--- src/hdl/lcr_pkg.sv ---
// Shared widths, codes, reset values and control structs for the load cell reader.
package lcr_pkg;

   localparam int SAMPLE_BITS_DEF   = 24;
   localparam int MAX_SAMPLES_DEF   = 64;
   localparam int FRACTION_BITS_DEF = 8;

   localparam int CMD_W      = 2;
   localparam int COUNT_W    = 7;
   localparam int SCALE_W    = 24;
   localparam int LIMIT_W    = 16;
   localparam int HALF_W     = 8;
   localparam int OFFSET_W   = 24;
   localparam int UNITS_W    = 24;
   localparam int RAW_W      = 24;
   localparam int PROD_W     = LIMIT_W + SCALE_W;
   localparam int CSR_IDX_W  = 2;
   localparam int CSR_DATA_W = 24;

   localparam logic [COUNT_W-1:0] COUNT_RST = 7'd10;
   localparam logic [SCALE_W-1:0] SCALE_RST = 24'd17000;
   localparam logic [LIMIT_W-1:0] LIMIT_RST = 16'd300;
   localparam logic [HALF_W-1:0]  HALF_RST  = 8'd1;

   localparam logic [UNITS_W-1:0] UNITS_MAX = {UNITS_W{1'b1}};

   localparam logic [CMD_W-1:0] CMD_NONE    = 2'd0;
   localparam logic [CMD_W-1:0] CMD_MEASURE = 2'd1;
   localparam logic [CMD_W-1:0] CMD_TARE    = 2'd2;

   localparam logic [CSR_IDX_W-1:0] CSR_SAMPLE_COUNT = 2'd0;
   localparam logic [CSR_IDX_W-1:0] CSR_SCALE_DIV    = 2'd1;
   localparam logic [CSR_IDX_W-1:0] CSR_UNITS_LIMIT  = 2'd2;
   localparam logic [CSR_IDX_W-1:0] CSR_HALF_PERIOD  = 2'd3;

   typedef struct packed {
      logic               clock_pin;
      logic               busy_res;
      logic               done_res;
      logic               was_tare;
      logic               out_of_range;
      logic [UNITS_W-1:0] units_q8;
      logic [RAW_W-1:0]   raw_average;
   } lcr_res_type;

   typedef struct packed {
      logic tick_en;
      logic div_avg_start;
      logic avg_load;
      logic mul_load;
      logic oor_set;
      logic div_units_start;
      logic units_load;
      logic rsp_load;
   } lcr_cmd_type;

   typedef struct packed {
      logic finish;
      logic tare;
      logic div_done;
      logic oor;
   } lcr_sts_type;

endpackage

--- src/hdl/lcr_divider.sv ---
// Restoring divider, one quotient bit per cycle.
module lcr_divider
   import lcr_pkg::*;
#(
   parameter int DVD_W = 32,
   parameter int DVS_W = SCALE_W
) (
   input  logic             clock,
   input  logic             reset,
   input  logic             start,
   input  logic [DVD_W-1:0] dividend,
   input  logic [DVS_W-1:0] divisor,
   output logic             done,
   output logic [DVD_W-1:0] quotient
);

   localparam int CNT_W = $clog2(DVD_W + 1);

   logic [DVD_W-1:0] quo_ff, quo_in;
   logic [DVS_W-1:0] rem_ff, rem_in;
   logic [DVS_W-1:0] dvs_ff;
   logic [CNT_W-1:0] cnt_ff, cnt_in;
   logic             busy_ff, busy_in;
   logic             done_ff, done_in;
   logic [DVS_W:0]   trial;
   logic [DVS_W:0]   trial_sub;
   logic             fits;

   always_comb begin
      trial     = {rem_ff, quo_ff[DVD_W-1]};
      trial_sub = trial - {1'b0, dvs_ff};
      fits      = trial >= {1'b0, dvs_ff};
      quo_in    = quo_ff;
      rem_in    = rem_ff;
      cnt_in    = cnt_ff;
      busy_in   = busy_ff;
      done_in   = 1'b0;
      if (start) begin
         quo_in  = dividend;
         rem_in  = '0;
         cnt_in  = CNT_W'(DVD_W);
         busy_in = 1'b1;
      end else if (busy_ff) begin
         rem_in = fits ? trial_sub[DVS_W-1:0] : trial[DVS_W-1:0];
         quo_in = {quo_ff[DVD_W-2:0], fits};
         cnt_in = cnt_ff - CNT_W'(1);
         if (cnt_ff == CNT_W'(1)) begin
            busy_in = 1'b0;
            done_in = 1'b1;
         end
      end
   end

   always_ff @(posedge clock) begin
      if (reset) begin
         busy_ff <= 1'b0;
         done_ff <= 1'b0;
         cnt_ff  <= '0;
      end else begin
         busy_ff <= busy_in;
         done_ff <= done_in;
         cnt_ff  <= cnt_in;
      end
   end

   always_ff @(posedge clock) begin
      quo_ff <= quo_in;
      rem_ff <= rem_in;
      if (start) begin
         dvs_ff <= divisor;
      end
   end

   assign done     = done_ff;
   assign quotient = quo_ff;

endmodule

--- src/hdl/lcr_datapath.sv ---
// Converter serial sequencing, averaging, tare and weight datapath.
module lcr_datapath
   import lcr_pkg::*;
#(
   parameter int SAMPLE_BITS   = SAMPLE_BITS_DEF,
   parameter int MAX_SAMPLES   = MAX_SAMPLES_DEF,
   parameter int FRACTION_BITS = FRACTION_BITS_DEF
) (
   input  logic                  clock,
   input  logic                  reset,
   input  logic                  csr_write_en,
   input  logic [CSR_IDX_W-1:0]  csr_index,
   input  logic [CSR_DATA_W-1:0] csr_wdata,
   input  logic [CMD_W-1:0]      req_command,
   input  logic                  req_data_pin,
   input  lcr_cmd_type           cmd_i,
   output lcr_sts_type           sts_o,
   output lcr_res_type           rsp_o
);

   localparam int BIT_W  = $clog2(SAMPLE_BITS + 1);
   localparam int CNT_W  = $clog2(MAX_SAMPLES + 1);
   localparam int SUM_W  = SAMPLE_BITS + $clog2(MAX_SAMPLES);
   localparam int WGT_W  = SAMPLE_BITS + FRACTION_BITS;
   localparam int DVD_W  = (SUM_W > WGT_W) ? SUM_W : WGT_W;
   localparam int QX_W   = (DVD_W > UNITS_W) ? DVD_W : UNITS_W;
   localparam int AX_W   = (SAMPLE_BITS > RAW_W) ? SAMPLE_BITS : RAW_W;
   localparam int DIFF_W = ((SAMPLE_BITS > OFFSET_W) ? SAMPLE_BITS : OFFSET_W) + 1;

   typedef enum logic [3:0] {
      PH_IDLE = 4'b0001,
      PH_WAIT = 4'b0010,
      PH_HIGH = 4'b0100,
      PH_LOW  = 4'b1000
   } lcr_phase_type;

   // configuration
   logic [COUNT_W-1:0] cfg_count_ff;
   logic [SCALE_W-1:0] cfg_scale_ff;
   logic [LIMIT_W-1:0] cfg_limit_ff;
   logic [HALF_W-1:0]  cfg_half_ff;

   // converter read state
   lcr_phase_type          phase_ff, phase_in;
   logic [HALF_W-1:0]      tick_ff, tick_in;
   logic [BIT_W-1:0]       bit_ff, bit_in;
   logic [SAMPLE_BITS-1:0] shift_ff, shift_in;
   logic [SUM_W-1:0]       sum_ff, sum_in;
   logic [CNT_W-1:0]       sdone_ff, sdone_in;
   logic [OFFSET_W-1:0]    offset_ff;
   logic                   tare_ff, tare_in;
   logic                   clock_ff, clock_in;
   logic                   finish;

   // result path
   logic [SAMPLE_BITS-1:0] avg_ff;
   logic [SAMPLE_BITS-1:0] diff_ff;
   logic                   neg_ff;
   logic [PROD_W-1:0]      prod_ff;
   lcr_res_type            stg_ff;
   lcr_res_type            rsp_ff;

   logic [HALF_W-1:0]      half_eff;
   logic [SCALE_W-1:0]     scale_eff;
   logic [8:0]             count_wide;
   logic [CNT_W-1:0]       count_eff;
   logic [HALF_W:0]        tick_inc;
   logic                   tick_wrap;
   logic [SAMPLE_BITS-1:0] sample_val;
   logic [CNT_W-1:0]       sdone_inc;

   logic                   div_start;
   logic [DVD_W-1:0]       div_dividend;
   logic [SCALE_W-1:0]     div_divisor;
   logic                   div_done;
   logic [DVD_W-1:0]       div_quot;

   logic [AX_W-1:0]        avg_x;
   logic [RAW_W-1:0]       avg_low;
   logic [QX_W-1:0]        quot_x;
   logic [UNITS_W-1:0]     units_sat;
   logic [DIFF_W-1:0]      diff_w;

   always_comb begin
      half_eff   = (cfg_half_ff == '0) ? HALF_W'(1) : cfg_half_ff;
      scale_eff  = (cfg_scale_ff == '0) ? SCALE_W'(1) : cfg_scale_ff;
      count_wide = {2'b00, cfg_count_ff};
      if (cfg_count_ff == '0) begin
         count_eff = CNT_W'(1);
      end else if (count_wide > 9'(MAX_SAMPLES)) begin
         count_eff = CNT_W'(MAX_SAMPLES);
      end else begin
         count_eff = CNT_W'(count_wide);
      end
   end

   // one timebase tick of the converter read
   always_comb begin
      tick_inc   = {1'b0, tick_ff} + (HALF_W + 1)'(1);
      tick_wrap  = tick_inc >= {1'b0, half_eff};
      sample_val = shift_ff ^ {1'b1, {(SAMPLE_BITS - 1){1'b0}}};
      sdone_inc  = sdone_ff + CNT_W'(1);
      phase_in   = phase_ff;
      tick_in    = tick_ff;
      bit_in     = bit_ff;
      shift_in   = shift_ff;
      sum_in     = sum_ff;
      sdone_in   = sdone_ff;
      tare_in    = tare_ff;
      clock_in   = clock_ff;
      finish     = 1'b0;
      unique case (phase_ff)
         PH_IDLE: begin
            clock_in = 1'b0;
            if (req_command == CMD_MEASURE || req_command == CMD_TARE) begin
               tare_in  = (req_command == CMD_TARE);
               sum_in   = '0;
               sdone_in = '0;
               tick_in  = '0;
               phase_in = PH_WAIT;
            end
         end
         PH_WAIT: begin
            if (tick_ff == '0 && !req_data_pin) begin
               shift_in = '0;
               bit_in   = '0;
               clock_in = 1'b1;
               phase_in = PH_HIGH;
            end else begin
               tick_in = tick_wrap ? '0 : tick_inc[HALF_W-1:0];
            end
         end
         PH_HIGH: begin
            if (tick_wrap) begin
               tick_in  = '0;
               clock_in = 1'b0;
               // the extra pulse after the last data bit closes the conversion
               if (bit_ff >= BIT_W'(SAMPLE_BITS)) begin
                  sum_in   = sum_ff + SUM_W'(sample_val);
                  sdone_in = sdone_inc;
                  if (sdone_inc >= count_eff) begin
                     finish   = 1'b1;
                     phase_in = PH_IDLE;
                  end else begin
                     phase_in = PH_WAIT;
                  end
               end else begin
                  phase_in = PH_LOW;
               end
            end else begin
               tick_in = tick_inc[HALF_W-1:0];
            end
         end
         PH_LOW: begin
            if (tick_wrap) begin
               tick_in  = '0;
               shift_in = {shift_ff[SAMPLE_BITS-2:0], req_data_pin};
               bit_in   = bit_ff + BIT_W'(1);
               clock_in = 1'b1;
               phase_in = PH_HIGH;
            end else begin
               tick_in = tick_inc[HALF_W-1:0];
            end
         end
         default: begin
            phase_in = PH_IDLE;
         end
      endcase
   end

   always_ff @(posedge clock) begin
      if (reset) begin
         cfg_count_ff <= COUNT_RST;
         cfg_scale_ff <= SCALE_RST;
         cfg_limit_ff <= LIMIT_RST;
         cfg_half_ff  <= HALF_RST;
      end else if (csr_write_en) begin
         unique case (csr_index)
            CSR_SAMPLE_COUNT: cfg_count_ff <= csr_wdata[COUNT_W-1:0];
            CSR_SCALE_DIV:    cfg_scale_ff <= csr_wdata[SCALE_W-1:0];
            CSR_UNITS_LIMIT:  cfg_limit_ff <= csr_wdata[LIMIT_W-1:0];
            CSR_HALF_PERIOD:  cfg_half_ff  <= csr_wdata[HALF_W-1:0];
            default: ;
         endcase
      end
   end

   always_ff @(posedge clock) begin
      if (reset) begin
         phase_ff  <= PH_IDLE;
         tick_ff   <= '0;
         bit_ff    <= '0;
         shift_ff  <= '0;
         sum_ff    <= '0;
         sdone_ff  <= '0;
         tare_ff   <= 1'b0;
         clock_ff  <= 1'b0;
         offset_ff <= '0;
      end else begin
         if (cmd_i.tick_en) begin
            phase_ff <= phase_in;
            tick_ff  <= tick_in;
            bit_ff   <= bit_in;
            shift_ff <= shift_in;
            sum_ff   <= sum_in;
            sdone_ff <= sdone_in;
            tare_ff  <= tare_in;
            clock_ff <= clock_in;
         end
         if (cmd_i.avg_load && tare_ff) begin
            offset_ff <= avg_low;
         end
      end
   end

   // the average divides the sum being written this cycle
   always_comb begin
      div_start = cmd_i.div_avg_start || cmd_i.div_units_start;
      if (cmd_i.div_avg_start) begin
         div_dividend = DVD_W'(sum_in);
         div_divisor  = SCALE_W'(count_eff);
      end else begin
         div_dividend = DVD_W'(diff_ff) << FRACTION_BITS;
         div_divisor  = scale_eff;
      end
   end

   lcr_divider #(
      .DVD_W (DVD_W),
      .DVS_W (SCALE_W)
   ) u_divider (
      .clock    (clock),
      .reset    (reset),
      .start    (div_start),
      .dividend (div_dividend),
      .divisor  (div_divisor),
      .done     (div_done),
      .quotient (div_quot)
   );

   always_comb begin
      avg_x     = AX_W'(div_quot[SAMPLE_BITS-1:0]);
      avg_low   = avg_x[RAW_W-1:0];
      quot_x    = QX_W'(div_quot);
      units_sat = (quot_x > QX_W'(UNITS_MAX)) ? UNITS_MAX : quot_x[UNITS_W-1:0];
      diff_w    = DIFF_W'(avg_ff) - DIFF_W'(offset_ff);
   end

   always_ff @(posedge clock) begin
      if (cmd_i.avg_load) begin
         avg_ff <= div_quot[SAMPLE_BITS-1:0];
      end
      if (cmd_i.mul_load) begin
         prod_ff <= PROD_W'(cfg_limit_ff) * PROD_W'(scale_eff);
         neg_ff  <= diff_w[DIFF_W-1];
         diff_ff <= diff_w[SAMPLE_BITS-1:0];
      end
   end

   always_ff @(posedge clock) begin
      priority if (cmd_i.tick_en) begin
         stg_ff.clock_pin    <= clock_in;
         stg_ff.busy_res     <= (phase_in != PH_IDLE);
         stg_ff.done_res     <= 1'b0;
         stg_ff.was_tare     <= 1'b0;
         stg_ff.out_of_range <= 1'b0;
         stg_ff.units_q8     <= '0;
         stg_ff.raw_average  <= '0;
      end else if (cmd_i.avg_load) begin
         stg_ff.clock_pin    <= 1'b0;
         stg_ff.busy_res     <= 1'b0;
         stg_ff.done_res     <= 1'b1;
         stg_ff.was_tare     <= tare_ff;
         stg_ff.out_of_range <= 1'b0;
         stg_ff.units_q8     <= '0;
         stg_ff.raw_average  <= avg_low;
      end else if (cmd_i.oor_set) begin
         stg_ff.out_of_range <= 1'b1;
      end else if (cmd_i.units_load) begin
         stg_ff.units_q8 <= units_sat;
      end else begin
         stg_ff <= stg_ff;
      end
      if (cmd_i.rsp_load) begin
         rsp_ff <= stg_ff;
      end
   end

   always_comb begin
      sts_o.finish   = finish;
      sts_o.tare     = tare_ff;
      sts_o.div_done = div_done;
      sts_o.oor      = neg_ff || (PROD_W'(diff_ff) >= prod_ff);
   end

   assign rsp_o = rsp_ff;

endmodule

--- src/hdl/lcr_controller.sv ---
// Request sequencer: tick acceptance, result computation steps, output handoff.
module lcr_controller
   import lcr_pkg::*;
(
   input  logic        clock,
   input  logic        reset,
   input  logic        req_valid,
   output logic        req_stall,
   output logic        rsp_valid,
   input  logic        rsp_stall,
   input  lcr_sts_type sts_i,
   output lcr_cmd_type cmd_o
);

   typedef enum logic [5:0] {
      ST_IDLE  = 6'b000001,
      ST_AVG   = 6'b000010,
      ST_MUL   = 6'b000100,
      ST_CMP   = 6'b001000,
      ST_UNITS = 6'b010000,
      ST_OUT   = 6'b100000
   } lcr_state_type;

   lcr_state_type state_ff, state_in;
   logic          rsp_valid_ff, rsp_valid_in;
   logic          slot_free;

   always_comb begin
      slot_free    = !rsp_valid_ff || !rsp_stall;
      state_in     = state_ff;
      rsp_valid_in = rsp_valid_ff && rsp_stall;
      cmd_o        = '0;
      unique case (state_ff)
         ST_IDLE: begin
            if (req_valid) begin
               cmd_o.tick_en = 1'b1;
               if (sts_i.finish) begin
                  cmd_o.div_avg_start = 1'b1;
                  state_in            = ST_AVG;
               end else begin
                  state_in = ST_OUT;
               end
            end
         end
         ST_AVG: begin
            if (sts_i.div_done) begin
               cmd_o.avg_load = 1'b1;
               state_in       = sts_i.tare ? ST_OUT : ST_MUL;
            end
         end
         ST_MUL: begin
            cmd_o.mul_load = 1'b1;
            state_in       = ST_CMP;
         end
         ST_CMP: begin
            if (sts_i.oor) begin
               cmd_o.oor_set = 1'b1;
               state_in      = ST_OUT;
            end else begin
               cmd_o.div_units_start = 1'b1;
               state_in              = ST_UNITS;
            end
         end
         ST_UNITS: begin
            if (sts_i.div_done) begin
               cmd_o.units_load = 1'b1;
               state_in         = ST_OUT;
            end
         end
         ST_OUT: begin
            if (slot_free) begin
               cmd_o.rsp_load = 1'b1;
               rsp_valid_in   = 1'b1;
               state_in       = ST_IDLE;
            end
         end
         default: begin
            state_in = ST_IDLE;
         end
      endcase
   end

   always_ff @(posedge clock) begin
      if (reset) begin
         state_ff     <= ST_IDLE;
         rsp_valid_ff <= 1'b0;
      end else begin
         state_ff     <= state_in;
         rsp_valid_ff <= rsp_valid_in;
      end
   end

   assign req_stall = (state_ff != ST_IDLE);
   assign rsp_valid = rsp_valid_ff;

endmodule

--- src/hdl/load_cell_adc_reader_core.sv ---
// Top level of the load cell converter reader with tare.
//
//   channel   direction  handshake             payload
//   req_      in         req_valid/req_stall   req_command, req_data_pin
//   rsp_      out        rsp_valid/rsp_stall   clock pin, busy, done, tare flag,
//                                              out of range, units_q8, raw_average
//   csr_      in         csr_write_en          csr_index, csr_wdata
//
// A request that does not finish an operation is accepted, then handed off to the output
// register once it is free. A finishing measurement runs the bit-serial divider twice:
// sum by sample count, then scaled difference by scale divisor; a finishing tare runs
// it once, and so does a measurement found out of range.
// Reset is synchronous; it loads the register defaults and clears the tare offset.
// The output register lets the next request be accepted while a result is stalled.
module load_cell_adc_reader_core
   import lcr_pkg::*;
#(
   parameter int SAMPLE_BITS   = SAMPLE_BITS_DEF,
   parameter int MAX_SAMPLES   = MAX_SAMPLES_DEF,
   parameter int FRACTION_BITS = FRACTION_BITS_DEF
) (
   input  logic                  clock,
   input  logic                  reset,
   input  logic                  req_valid,
   output logic                  req_stall,
   input  logic [CMD_W-1:0]      req_command,
   input  logic                  req_data_pin,
   output logic                  rsp_valid,
   input  logic                  rsp_stall,
   output logic                  rsp_clock_pin,
   output logic                  rsp_busy_res,
   output logic                  rsp_done_res,
   output logic                  rsp_was_tare,
   output logic                  rsp_out_of_range,
   output logic [UNITS_W-1:0]    rsp_units_q8,
   output logic [RAW_W-1:0]      rsp_raw_average,
   input  logic                  csr_write_en,
   input  logic [CSR_IDX_W-1:0]  csr_index,
   input  logic [CSR_DATA_W-1:0] csr_wdata
);

   lcr_cmd_type cmd;
   lcr_sts_type sts;
   lcr_res_type rsp;

   lcr_controller u_controller (
      .clock     (clock),
      .reset     (reset),
      .req_valid (req_valid),
      .req_stall (req_stall),
      .rsp_valid (rsp_valid),
      .rsp_stall (rsp_stall),
      .sts_i     (sts),
      .cmd_o     (cmd)
   );

   lcr_datapath #(
      .SAMPLE_BITS   (SAMPLE_BITS),
      .MAX_SAMPLES   (MAX_SAMPLES),
      .FRACTION_BITS (FRACTION_BITS)
   ) u_datapath (
      .clock        (clock),
      .reset        (reset),
      .csr_write_en (csr_write_en),
      .csr_index    (csr_index),
      .csr_wdata    (csr_wdata),
      .req_command  (req_command),
      .req_data_pin (req_data_pin),
      .cmd_i        (cmd),
      .sts_o        (sts),
      .rsp_o        (rsp)
   );

   assign rsp_clock_pin    = rsp.clock_pin;
   assign rsp_busy_res     = rsp.busy_res;
   assign rsp_done_res     = rsp.done_res;
   assign rsp_was_tare     = rsp.was_tare;
   assign rsp_out_of_range = rsp.out_of_range;
   assign rsp_units_q8     = rsp.units_q8;
   assign rsp_raw_average  = rsp.raw_average;

endmodule
--- config.mk ---
export PLATFORM = sky130hd
export DESIGN_NAME = load_cell_adc_reader_core
export DESIGN_NICKNAME = d
export VERILOG_FILES = /design/src/hdl/lcr_pkg.sv /design/src/hdl/lcr_divider.sv /design/src/hdl/lcr_datapath.sv /design/src/hdl/lcr_controller.sv /design/src/hdl/load_cell_adc_reader_core.sv
export SDC_FILE = /design/constraint.sdc
export NUM_CORES = 2
export LEC_CHECK = 0
export ABC_AREA = 1
export BUFFER_PORTS_ARGS = -buffer_cell sky130_fd_sc_hd__buf_2
export CORE_MARGIN = 2
export CORE_UTILIZATION = 40
export CTS_CLUSTER_DIAMETER = 30
export CTS_CLUSTER_SIZE = 10
export DETAILED_ROUTE_END_ITERATION = 10
export SKIP_CTS_REPAIR_TIMING = 1
export SKIP_LAST_GASP = 1
export SYNTH_ARGS = -nofsm -noshare
export SYNTH_HDL_FRONTEND = slang
export SYNTH_SLANG_ARGS = --single-unit
--- constraint.sdc ---
create_clock -name clock -period 17.1 [get_ports clock]
set_clock_uncertainty 0.2 [all_clocks]
set_input_delay 0.855 -clock clock [delete_from_list [all_inputs] [get_ports clock]]
set_output_delay 0.855 -clock clock [all_outputs]
set_load 0.02 [all_outputs]
# After elaboration in Yosys (flattened, before gate mapping)
# Index checks and enable logic that the tools add are counted.
[op_classes]
add_sub_neg = 7
n_mul = 1
magnitude_cmp = 7
n_eq_ne = 28
mux = 76
n_bitwise = 3
reduce_logical = 34
[op_table]
columns = ["op", "n"]
rows = [
  ["24-bit 2-to-1 mux", 6],
  ["53-bit 2-to-1 mux", 2],
  ["32-bit 2-to-1 mux", 3],
  ["30-bit 2-to-1 mux", 3],
  ["30-bit one-hot mux with 2 select lines", 1],
  ["6-bit 2-to-1 mux", 9],
  ["48-bit 2-to-1 mux", 1],
  ["24-bit one-hot mux with 2 select lines", 1],
  ["7-bit 2-to-1 mux", 6],
  ["24-bit by 40-bit greater-or-equal comparator with 1-bit output", 1],
  ["16-bit by 24-bit multiplier with 40-bit output", 1],
  ["6-bit one-hot mux with 6 select lines", 1],
  ["32-bit by 24-bit greater-than comparator with 1-bit output, second input constant", 1],
  ["8-bit 2-to-1 mux", 4],
  ["30-bit by 24-bit adder with 30-bit output", 1],
  ["25-bit by 24-bit greater-or-equal comparator with 1-bit output", 1],
  ["24-bit by 24-bit subtractor with 25-bit output", 1],
  ["24-bit zero test", 1],
  ["8-bit one-hot mux with 3 select lines", 1],
  ["24-bit subtractor", 1],
  ["1-bit 2-to-1 mux", 23],
  ["4-bit 2-to-1 mux", 5],
  ["8-bit zero test", 2],
  ["2-bit by 1-bit != test with 1-bit output, second input constant", 8],
  ["43 further kinds", 72],
]
[totals]
reg_bits = 449
in_bits = 34
out_inout_bits = 55
word_cells = 197

# Longest topological paths before layout
[depth]
depth_word = 13
depth_mapped = 33
ltp_nobuf = 31

# Hierarchy
# Synthesis repeated with hierarchy kept, for this count alone.
[unflattened]
cells_unflattened = 4733
area_unflattened_um2 = 36437.4
[modules_own_cells]
columns = ["mod", "n_inst", "cells_each", "area_each_um2", "seq_area_each_um2"]
rows = [
  ["lcr_datapath", 1, 3895, 30448.0, 8528.2],
  ["lcr_divider", 1, 763, 5519.0, 2322.2],
  ["lcr_controller", 1, 75, 470.5, 140.1],
]

# Least setup slack after synthesis
# No wires, ideal clock.
[synth_timing]
kind = "register -> register"
startpoint = "register u_controller.state_ff[5]"
endpoint = "register u_datapath.diff_ff[0], enable pin"
setup_time_ns = 0.655
arrival_ns = 6.834
t_required_ns = 16.245
setup_slack_ns = 9.411
stages_incl_launch_ff = 4
path_buffers = 0
period_less_slack_ns = 7.689
cell_sequence = "dfxtp_1 nor2_1 inv_1 nor4_1"
[synth_via]
elab_chain_len = 2
[synth_lines]
columns = ["element", "line", "rtl"]
rows = [
  ["start: declaration", "lcr_controller.sv:24", "lcr_state_type state_ff, state_in;"],
  ["start signal: assignment", "lcr_controller.sv:88", "state_ff <= state_in;"],
  ["6-bit by 3-bit equality test with 1-bit output", "lcr_controller.sv:33", "unique case (state_ff)"],
  ["1-bit 2-to-1 mux", "lcr_controller.sv:33", ""],
  ["end signal: assignment", "lcr_datapath.sv:256", "diff_ff <= diff_w[SAMPLE_BITS-1:0];"],
  ["end: declaration", "lcr_datapath.sv:57", "logic [SAMPLE_BITS-1:0] diff_ff;"],
]
# No other way between the ends.
# A chain may end at the register's enable or synchronous reset.

# Worst setup path in the final report
[layout_timing]
startpoint = "register u_datapath.cfg_scale_ff[15]"
endpoint = "register u_datapath.prod_ff[26] (data pin)"
[layout_via]
elab_chain_len = 3
[layout_lines]
columns = ["element", "line", "rtl"]
rows = [
  ["start: declaration", "lcr_datapath.sv:39", "logic [SCALE_W-1:0] cfg_scale_ff;"],
  ["start signal: assignment", "lcr_datapath.sv:180", "CSR_SCALE_DIV: cfg_scale_ff <= csr_wdata[SCALE_W-1:0];"],
  ["24-bit zero test", "lcr_datapath.sv:86", "scale_eff = (cfg_scale_ff == '0) ? SCALE_W'(1) : cfg_scale_ff;"],
  ["24-bit 2-to-1 mux (*)", "lcr_datapath.sv:86", ""],
  ["16-bit by 24-bit multiplier with 40-bit output (*)", "lcr_datapath.sv:254", "prod_ff <= PROD_W'(cfg_limit_ff) * PROD_W'(scale_eff);"],
  ["end signal: assignment", "lcr_datapath.sv:254", ""],
  ["end: declaration", "lcr_datapath.sv:59", "logic [PROD_W-1:0] prod_ff;"],
]
# Mark *: on every way between the ends. The rest lies on a longest branch, timed or not.

==> out/qor.yml <==
run_status:
  run_status: "finished with violations"
  failed_checks: "design-rule violations"
global_routing:
  grt.total_usage: 0.217
  grt_max_degree: 79
  grt_antenna_before_repair: 2
  grt_pass1_vias: 28900
  globalRoute.totalOverflow: 0
  grt_pass1_wl_um: 157000
timing:
  final_min_period_over_clock_period: 0.409
  tns_ns: 0
  grt_setup_unrepaired: "no"
  timing_max_transition_violations_final: 0
  hold-worst-slack_ns: 0.217
  timing.final.crit_period_ns: 7.00
  post_layout_worst_setup_margin_ns: 10.10
  headroom_to_the_max_slew_limit: 0.205
  timing.fmax_mhz: 143
  hold_viol: 0
  tightestPinTransition_ns: 1.19
  setup_violations: 0
clocking:
  cts.htree.levels: 3
  cts_root_buf: "sky130_fd_sc_hd__clkbuf_16"
  clock_latency_ns: 0.68
  cts_clk_pin_slew_worst_paths_ns: 0.05
  cts-buffers-inserted: 102
  clk_path_buf_depth: 3
  tritoncts: "yes"
  cts.sink_count: 449
power_and_ir_drop:
  cellInternalPower_mw: 3.12
  worst_ir_drop_vdd_uv: 81.1
  power_density_nw_per_um2: 120
  pwr-share-comb: 0.317
  seqPwrFrac: 0.270
  total_power_mw: 4.89
  swShare: 0.361
  power.leakage_nw: 20.0
  share_of_power_burned_in_the_clock_network: 0.412
  power.switching_mw: 1.76
final_layout:
  layout.filler_cells: 8771
  final-seq-area_um2: 11000
  multiInputGateArea_um2: 20500
  final_net_count: 5181
  most_used_cells_in_the_layout_excluding_fill_and_tap_cells: "sky130_fd_sc_hd__nand2_1 (1145), sky130_fd_sc_hd__inv_1 (918), sky130_fd_sc_hd__fa_1 (309), sky130_fd_sc_hd__nor2_1 (302), sky130_fd_sc_hd__a21oi_1 (284)"
  layout.cells.most_common: "sky130_fd_sc_hd__nand2_1"
  diodes: 0
  fraction_of_final_layout_cells_with_drive_strength_greater_than_1: 0.0730
  layout.core_utilization: 0.460
  synthToLayoutAreaGrowth_pct: 13.8
placed_design:
  numPortBuffers: 88
  gp_congestion: 0.913
  dp.final_hpwl_um: 72400
  placement.setup.worst_slack_ns: 10.09
yosys:
  netlist_top_cells_area: "sky130_fd_sc_hd__fa_1 (17%), sky130_fd_sc_hd__edfxtp_1 (17%), sky130_fd_sc_hd__dfxtp_1 (14%)"
  postSynthCellCount: 4568
  synth.distinct_cells: 57
  synth.net_count: 5141
  synthesis.area_per_instance_um2: 7.82
  post_synth_instance_area_um2: 35700
  synthFlopType: "sky130_fd_sc_hd__dfxtp_1"
  synth.yosys.warnings: 0
  synth.largest_area_cell: "sky130_fd_sc_hd__fa_1"
  synth_seq_area_share: 0.307
  yosys.area.top_type_share: 0.173
  synth_async_sr_flop_share: 0
  synth_enable_flop_cells: 200
  synth_seq_cells: 449
floorplanning:
  die_h_um: 303
  initial_utilization: 0.404
  io_pins: 89
  die_area_um2: 91800
  num_rows: 109
  core_area_um2: 88500
  floorplan.die.width_um: 303
worst_setup_path:
  worstPathMaxFanout: 19
  crit_arrival_ns: 7.22
  setup.worst_path.start: "u_datapath.cfg_scale_ff[15]$_SDFFE_PP0P_"
  timing.critical_path.required_ns: 17.32
  element_type_at_the_critical_path_end: "register"
  cp-start-kind: "register"
  kind_of_critical_path: "reg2reg"
  startpoint_of_the_most_critical_register_to_register_path: "u_datapath.cfg_scale_ff[15]$_SDFFE_PP0P_"
run:
  max_cap_violations: 0
route:
  detail_route.wl_per_cell_um: 16.6
  route.vias.total: 29400
  detail-route-antenna-nets: 0
  detail_route.first_pass.iterations: 9
  drt-vias-per-instance: 5.01
  wl_um: 97300
  drt_first_iter_violations: 2331
  detailed_route_drc_error_count: 2
hold_path:
  hold_path_startpoint: "u_datapath.stg_ff[52]$_DFFE_PP_"
  worst_hold_path_type: "reg2reg"
==> cell usage after synthesis, types with 28 or more instances <==
library cell,n
sky130_fd_sc_hd__xor2_1,64
sky130_fd_sc_hd__nand3_1,193
sky130_fd_sc_hd__fa_1,309
sky130_fd_sc_hd__nor2_1,302
sky130_fd_sc_hd__clkbuf_1,115
sky130_fd_sc_hd__ha_1,230
sky130_fd_sc_hd__xnor2_1,30
sky130_fd_sc_hd__a21oi_1,285
sky130_fd_sc_hd__o21ai_0,197
sky130_fd_sc_hd__edfxtp_1,200
sky130_fd_sc_hd__nand2_1,1145
sky130_fd_sc_hd__inv_1,919
sky130_fd_sc_hd__nand4_1,42
sky130_fd_sc_hd__a31oi_1,28
sky130_fd_sc_hd__dfxtp_1,249
==> critical path, cell delays in order, from the launching register on <==
cell and delay (ns):
sky130_fd_sc_hd__dfxtp_1 0.61, sky130_fd_sc_hd__nor4_1 0.41, sky130_fd_sc_hd__nand4_1 0.12, sky130_fd_sc_hd__nand3b_1 0.18
sky130_fd_sc_hd__nand2_1 0.18, sky130_fd_sc_hd__nand2_1 0.10, sky130_fd_sc_hd__fa_1 0.54, sky130_fd_sc_hd__fa_1 0.54
sky130_fd_sc_hd__inv_1 0.05, sky130_fd_sc_hd__fa_1 0.50, sky130_fd_sc_hd__fa_1 0.52, sky130_fd_sc_hd__fa_1 0.55
sky130_fd_sc_hd__inv_1 0.05, sky130_fd_sc_hd__fa_1 0.53, sky130_fd_sc_hd__inv_1 0.04, sky130_fd_sc_hd__ha_1 0.34
sky130_fd_sc_hd__a21oi_1 0.16, sky130_fd_sc_hd__inv_1 0.07, sky130_fd_sc_hd__a21oi_1 0.18, sky130_fd_sc_hd__o21a_1 0.13
sky130_fd_sc_hd__o21ai_0 0.11, sky130_fd_sc_hd__a21oi_1 0.30, sky130_fd_sc_hd__o21ai_0 0.15, sky130_fd_sc_hd__xor2_1 0.17
==> power by group through the flow <==
| stage | clock network (mW) | logic [mW] | registers (mW) |
|---|---|---|---|
| floorplan | 0 | 1.18 | 1.31 |
| finish | 2.01 | 1.55 | 1.32 |
| global route | 2.10 | 1.79 | 1.33 |
| detailed placement | 0 | 1.55 | 1.34 |
| CTS | 2.05 | 1.56 | 1.32 |
| global placement | 0 | 1.54 | 1.34 |
==> kinds of logic (layout without fill, tap and decap cells) <==
logic type / Yosys count / after routing / synth area share
xor+xnor: 94 / 94 / 0.0230
fa+ha+maj: 539 / 539 / 0.254
flops: 449 / 449 / 0.307
compound gates: 608 / 608 / 0.0927
buf+inv: 1102 / 1230 / 0.119
simple gates: 1776 / 1776 / 0.204
==> flip-flops by register name (all words and copies together), names as in the netlist, 30 cells and up <==
signal	cells
u_datapath.rsp_o	53
u_datapath.stg_ff	53
u_datapath.prod_ff	40
u_datapath.u_divider.quotient	32
u_datapath.sum_ff	30
==> metal layers <==
layer	up-vias	part of all wire	track usage
met1	14100	0.45	0.297
met2	824	0.46	0.347
met3	167	0.062	0.0370
li1	14300	-	-
met4	2	0.031	0.0774
met5	-	0.00013	0
==> final cells by class <==
cell class | instances | area share
Clock buffer | 137 | 0.0700
Clock inverter | 55 | 0.0191
Inverter | 929 | 0.0858
Multi-Input combinational cell | 3017 | 0.505
Sequential cell | 449 | 0.270
Tap cell | 1165 | 0.0358
Timing Repair Buffer | 109 | 0.0147
==> metrics by stage <==
| step | std cells | cell area [um2] |
|---|---|---|
| 2_1_floorplan | 4568 | 35700 |
| 3_3_place_gp | 5669 | 37100 |
| 3_5_place_dp | 5669 | 37100 |
| 4_1_cts | 5861 | 40700 |
| 5_1_grt | 5861 | 40700 |
| 6_report | 5861 | 40700 |
==> worst paths after layout <==
path,end,slack [ns],cells past startpoint
min,u_datapath.rsp_o[52]$_DFFE_PP_,0.22,0
min reg2reg,u_datapath.rsp_o[52]$_DFFE_PP_,0.22,0
max,u_datapath.prod_ff[26]$_DFFE_PN_,10.10,23
max reg2reg,u_datapath.prod_ff[26]$_DFFE_PN_,10.10,23
No activity file was read; power rests on OpenSTA's default activity.
